## config.mk

```make
export PLATFORM = sky130hd
export DESIGN_NAME = kce_div
export DESIGN_NICKNAME = d
export VERILOG_FILES = /design/src/kmeans_clustering_engine_assert.svh /design/src/kce_pkg.sv /design/src/kce_div.sv
export SDC_FILE = /design/constraint.sdc
export NUM_CORES = 1
export LEC_CHECK = 0
export BUFFER_PORTS_ARGS = -buffer_cell sky130_fd_sc_hd__buf_2
export CORE_UTILIZATION = 35
export CTS_CLUSTER_SIZE = 8
export DETAILED_ROUTE_END_ITERATION = 6
export SYNTH_ARGS = -nofsm -noshare
export SYNTH_HDL_FRONTEND = slang
export SYNTH_SLANG_ARGS = --single-unit
```

## constraint.sdc

```tcl
create_clock -name clk -period 2.54 [get_ports clk]
set_input_delay 0.508 -clock clk [delete_from_list [all_inputs] [get_ports clk]]
set_output_delay 0.508 -clock clk [all_outputs]
set_load 0.05 [all_outputs]
```

## src/kmeans_clustering_engine_assert.svh

```systemverilog
// Assertion macros shared by the engine's RTL.
`ifndef KMEANS_CLUSTERING_ENGINE_ASSERT_SVH
`define KMEANS_CLUSTERING_ENGINE_ASSERT_SVH

// Same-cycle implication, disabled in reset.
`define KCE_ASSERT_NOW(lbl, ante, cons, msg) \
	lbl: assert property (@(posedge clk) disable iff (!arst_n) (ante) |-> (cons)) \
		else $error(msg);

// Next-cycle implication, disabled in reset.
`define KCE_ASSERT_NEXT(lbl, ante, cons, msg) \
	lbl: assert property (@(posedge clk) disable iff (!arst_n) (ante) |=> (cons)) \
		else $error(msg);

`endif

```

## src/kce_pkg.sv

```systemverilog
package kce_pkg;

	localparam int VAL_W   = 16;
	localparam int SIDX_W  = 10;
	localparam int CIDX_W  = 4;
	localparam int FIDX_W  = 3;
	localparam int SUM_W   = 27;
	localparam int CNT_W   = 11;
	localparam int DIST_W  = 40;
	localparam int ITER_W  = 16;
	localparam int DS_AW   = SIDX_W + FIDX_W;
	localparam int CEN_AW  = CIDX_W + FIDX_W;
	localparam int MAX_SAMPLES  = 1 << SIDX_W;
	localparam int MAX_CLUSTERS = 1 << CIDX_W;
	localparam int MAX_FEATURES = 1 << FIDX_W;

	localparam logic [1:0] OP_WRITE    = 2'd0;
	localparam logic [1:0] OP_RUN      = 2'd1;
	localparam logic [1:0] OP_READ_ASG = 2'd2;
	localparam logic [1:0] OP_READ_CEN = 2'd3;

	localparam logic [2:0] REG_SAMPLE_COUNT  = 3'd0;
	localparam logic [2:0] REG_FEATURE_COUNT = 3'd1;
	localparam logic [2:0] REG_CLUSTER_COUNT = 3'd2;
	localparam logic [2:0] REG_TOLERANCE     = 3'd3;
	localparam logic [2:0] REG_ITER_LIMIT    = 3'd4;

	typedef struct packed {
		logic [1:0]              op;
		logic [SIDX_W-1:0]       sample_index;
		logic [CIDX_W-1:0]       cluster_index;
		logic [FIDX_W-1:0]       feature_index;
		logic signed [VAL_W-1:0] feature_value;
	} in_t;

	typedef struct packed {
		logic signed [VAL_W-1:0] centroid_value;
		logic [CIDX_W-1:0]       assigned_cluster;
		logic [ITER_W-1:0]       iterations_done;
		logic                    converged;
	} out_t;

	typedef struct packed {
		logic busy;
		logic done;
	} div_stat_t;

endpackage

```

## src/kce_div.sv

```systemverilog
module kce_div (
	input  logic                               clk,
	input  logic                               arst_n,
	input  logic                               start,
	input  logic signed [kce_pkg::SUM_W-1:0]   dividend,
	input  logic [kce_pkg::CNT_W-1:0]          divisor,
	output kce_pkg::div_stat_t                 stat,
	output logic signed [kce_pkg::SUM_W-1:0]   quot
);
	import kce_pkg::*;

	localparam int CW = $clog2(SUM_W + 1);

	logic [SUM_W-1:0] q_q;
	logic [CNT_W:0]   rem_q;
	logic [CNT_W-1:0] div_q;
	logic             neg_q;
	logic [CW-1:0]    cnt_q;
	logic             busy_q;
	logic             done_q;
	logic [CNT_W:0]   rem_sh;
	logic             fits;

	// one quotient bit per cycle, restoring
	assign rem_sh = {rem_q[CNT_W-1:0], q_q[SUM_W-1]};
	assign fits   = rem_sh >= {1'b0, div_q};

	always_ff @(posedge clk or negedge arst_n) begin
		if (!arst_n) begin
			busy_q <= 1'b0;
			done_q <= 1'b0;
			cnt_q  <= '0;
		end else begin
			done_q <= 1'b0;
			if (start) begin
				busy_q <= 1'b1;
				cnt_q  <= CW'(SUM_W);
			end else if (busy_q) begin
				cnt_q <= cnt_q - CW'(1);
				if (cnt_q == CW'(1)) begin
					busy_q <= 1'b0;
					done_q <= 1'b1;
				end
			end
		end
	end

	always_ff @(posedge clk) begin
		if (start) begin
			q_q   <= dividend[SUM_W-1] ? SUM_W'(-dividend) : dividend;
			neg_q <= dividend[SUM_W-1];
			rem_q <= '0;
			div_q <= divisor;
		end else if (busy_q) begin
			rem_q <= fits ? (rem_sh - {1'b0, div_q}) : rem_sh;
			q_q   <= {q_q[SUM_W-2:0], fits};
		end
	end

	assign quot = neg_q ? -$signed(q_q) : $signed(q_q);
	assign stat = '{busy: busy_q, done: done_q};
endmodule

```

# After elaboration in Yosys (flattened, before gate mapping)

Index checks and enable logic that the tools add are counted.

Add/sub/neg operators: 4
Multiply operators: 0
Divide/modulo/power cells: 0
Order comparisons: 1
Equal/unequal tests: 1
Shift-type cells: 0
Mux-type cells: 13
Bitwise logic cells: 0
Reduce and logical (&&, ||, !) cells: 1

Operators with widths:

| cell                | count |
|---|---|
| $mux 27             | 4 |
| $neg 27->27         | 2 |
| $ge 12x11->1        | 1 |
| $mux 11             | 1 |
| $sub 11x11->11      | 1 |
| $mux 5              | 2 |
| $mux 1              | 6 |
| $eq 5x1->1 const B  | 1 |
| $sub 5x1->5 const B | 1 |
| $reduce_bool 2->1   | 1 |

Bits in registers: 57
Latch bits: 0
RAM bits: 0
ROM bits: 0
Bits of input ports: 41
Logic and storage cells: 27
Memories kept: 0

# Logic depth before layout (Yosys ltp)

Depth in word-level cells: 4
Gate-level depth with buffers: 10
Depth with buffers taken out: 9

# Worst setup path before layout

Ideal clock, no wire load.

Kind: flip-flop to output port
From: register q_q[0]
To: output port quot[22] in the netlist's numbering
Arrival: 2487 ps
Data required time: 2032 ps
Path slack: -455 ps
Cell stages (with the launch flop): 8
Cells stage by stage: edfxtp_1 > inv_1 > ha_1 > or3b_2 > o31a_1 > a21oi_1 > nand2_1 > xor2_1

Word-level cells in the longest chain between the ends: 2

RTL lines:

| element                | RTL line      | source |
|---|---|---|
| from (decl)            | kce_div.sv:14 | `logic [SUM_W-1:0] q_q;` |
| from (signal assigned) | kce_div.sv:50 | `q_q <= dividend[SUM_W-1] ? SUM_W'(-dividend) : dividend;` |
| from (signal assigned) | kce_div.sv:56 | `q_q <= {q_q[SUM_W-2:0], fits};` |
| $neg 27->27            | kce_div.sv:60 | `assign quot = neg_q ? -$signed(q_q) : $signed(q_q);` |
| $mux 27                | kce_div.sv:60 |  |
| to (decl)              | kce_div.sv:8  | `output logic signed [kce_pkg::SUM_W-1:0] quot` |

No other way between the ends.

# Final worst setup path

From: register q_q[1]
To: output port quot[26] in the netlist's numbering

The elaborated chain is that of the path after synthesis.

==> out/metrics.yaml <==
cells_and_area:
  seqCellArea_um2: 1570
  finish.instance_area_um2: 5810
  multi_input_area_um2: 2760
  syn_to_final_growth_pct: 43.8
  num-nets-final: 605
  fin_cells: 693
  antennaDiodeCount: 0
  fin_util_pct: 52.6
  nFillCells: 1011
  layout-drive-gt1-share_pct: 38.5
drt:
  drtIter0Drc: 175
  vias: 3497
  wl_per_cell_um: 14.8
  drc_errors: 0
  ant_nets: 0
  wl_um: 10200
  first_pass_iters: 4
  routed_via_density: 5.05
timing:
  post-route-min-period_ns: 3.04
  tns_ns: -5.64
  clock_skew_ns: 0.00490
  clock.fmax_ghz: 0.328
  setup_viol: 18
  slew_violations: 0
  hold_viol_final: 0
  finalWorstSetupSlack_ns: -0.505
  max_slew_margin_pct: 55.2
  whs_ns: 0.357
  fin_crit_sh_pct: 120
  rsz0062_at_grt: "yes"
  tightestPinTransition_ns: 0.673
power_and_ir_drop:
  internal-power_mw: 2.81
  power_mw: 4.58
  switching_share_pct: 38.7
  pwr-share-clk_pct: 22.8
  irDropWorstVdd_mv: 0.525
  p_seq_share_pct: 28.2
  p_sw_mw: 1.77
  leakage_nw: 2.37
  pwr-share-comb_pct: 49.0
  power_density_nw_per_um2: 788
logic_synthesis:
  seq_area_frac_synth_pct: 38.8
  avgSynthCellArea_um2: 9.48
  ys_ff_latch: 57
  yosysWarnings: 0
  syn_area_um2: 4040
  yosysUniqueCellTypes: 60
  synthFlopType: "edfxtp_1"
  syn_inst: 426
  syn_nets: 483
  ys_async_sr_fraction_pct: 12.3
  synth-edff-count: 39
outcome:
  violations: "setup timing"
  status: "complete, but fails checks"
run:
  max_cap_violations: 0
worst_setup_path:
  path_class: "reg2out"
  critPathMaxFanout: 3
  r2r_cells: 10
  start_kind: "flip-flop"
  cpMaxStageDelayCell: "edfxtp_1"
  required_ns: 2.03
  crit_chain: "inv_2 > ha_4 > or3b_4 > o31a_1 > a21oi_2 > nand2_2 > a21oi_4 > xnor2_4 > buf_6"
  setup.worst_path.end: "quot[26]"
  crit_family: "compound AO/OA/AOI/OAI gates"
  cp.arrival_ns: 2.54
  end_kind: "primary output"
  r2r_start: "q_q[26]$_DFFE_PP_"
  cp.depth: 9
  rrSetupSlack_ns: 0.15
  worst-path-buf-inv: 2
  critPathMaxStageDelay_ns: 0.41
  timing.rr.end: "rem_q[10]$_SDFFE_PP0P_"
  cp-startpoint: "q_q[1]$_DFFE_PP_"
die:
  die_area_um2: 12000
  core.rowCount: 38
  die_y_um: 109
  die_x_um: 109
  core_region_area_um2: 11000
  num_io_pins: 70
  initial_core_util_pct: 36.6
clock_network:
  cts_sinks: 57
  cts_buffers: 9
  cts.clk_slew.worst_paths_ns: 0.05
  insertion_delay_ns: 0.33
  cts.htree.levels: 3
  cts_max_path_buffers: 2
  cts_tree: "done"
  clockRootBuffer: "clkbuf_16"
place:
  dpl-instance-area_um2: 5200
  place.gp.congestion: 0.822
  pre_cts_ws_ns: -0.223
  io_buffers: 69
  dp_hpwl_um: 7490
  dpl.cell_count: 668
global_route:
  antenna_found_initial: 0
  grt_usage_pct: 18.2
  grt_pass1_vias: 3366
  gr-total-overflow: 0
  grt_pass1_wl_um: 16500
  grt_start_max_net_pins: 58
worst_hold_path:
  min_path_type: "in2reg"
  hold_start: "divisor[10]"
## power by group through the flow
stage          Sequential [mW]  Combinational [mW]  Clock [mW]
2_1_floorplan             1.31                1.44           0
5_1_grt                   1.31                2.44        1.11
4_1_cts                   1.29                2.15        1.07
3_5_place_dp              1.30                2.00           0
3_3_place_gp              1.29                1.97           0
6_report                  1.29                2.24        1.04
## worst min path at each step
stage	end	depth (start not counted)
global route	div_q[5]$_DFFE_PP_	1
floorplan	busy_q$_DFF_PN0_	0
CTS	div_q[9]$_DFFE_PP_	1
detailed placement	busy_q$_DFF_PN0_	1
finish	div_q[10]$_DFFE_PP_	1
global placement	busy_q$_DFF_PN0_	1
## cell usage after synthesis (all sizes together) (6+ instances only)
cell / number / area, um^2
clkbuf: 14 / 52.6
xor2: 28 / 245
nor3: 8 / 40.0
a211oi: 8 / 60.1
nand2: 28 / 105
a21oi: 26 / 134
mux2i: 7 / 70.1
buf: 6 / 36.3
nand2b: 13 / 81.3
edfxtp: 39 / 1170
inv: 22 / 82.6
mux2: 13 / 154
ha: 15 / 188
or3: 11 / 68.8
dfxtp: 11 / 220
nor2: 40 / 153
o21ai: 35 / 179
xnor2: 30 / 263
dfrtp: 7 / 175
## layout make-up
type / instances / share of cell area (%)
Multi-Input combinational cell: 327 / 47.5
Sequential cell: 57 / 27.0
Timing Repair Buffer: 131 / 16.7
Clock buffer: 11 / 4.01
Tap cell: 140 / 3.02
Inverter: 22 / 1.42
Clock inverter: 5 / 0.388
## cells by family after synthesis
group	count (synthesis)	synth area share, %
compound gates	98	16.1
xor+xnor	58	12.6
fa+ha+maj	16	5.14
buf+inv	42	4.25
flops	57	38.8
mux	20	5.55
simple gates	135	17.6
## what timing repair did
action                                 4_1_cts  5_1_grt
pin swaps                                    3        9
setup buffers                                3        5
hold buffers                                 1        0
setup endpoints to repair                   19       24
endpoints found under the hold margin        3        0
gates resized for setup                     55       21
## worst reg2reg max path, stage by stage, from the launching register on
cell and delay [ns]:
edfxtp_1 0.35, inv_1 0.07, ha_1 0.23, fa_2 0.37, nor2b_2 0.13, o31a_1 0.20, o21ai_2 0.09, buf_4 0.16
nor4bb_2 0.31, o31ai_1 0.13, a311oi_1 0.25
## layout by cell type, fill, tap and decap left out, drive strengths merged, types with 8 or more instances in the layout
cell	synthesis	layout
xor2	28	28
nand2b	13	13
nor2	40	40
mux2	13	13
inv	22	22
a21oi	26	26
o21ai	35	35
xnor2	30	30
buf	6	129
or3	11	11
edfxtp	39	39
dfxtp	11	11
a211oi	8	8
nand2	28	28
nor3	8	8
clkbuf	14	12
ha	15	15
## layer usage
metal / GRT usage, % / up-vias / wire length [um]
li1: - / 1772 / -
met1: 24.0 / 1655 / 4790
met2: 29.8 / 54 / 5000
met3: 2.90 / 16 / 266
met4: 6.76 / 0 / 184
met5: 0 / - / 0
## flip-flops by register name, summed over array words and instances, names as in the netlist
| name | cells |
|---|---|
| neg_q | 1 |
| busy_q | 1 |
| rem_q | 11 |
| cnt_q | 5 |
| q_q | 27 |
| div_q | 11 |
| done_q | 1 |
Note: power is estimated with default switching activity, not from simulation.
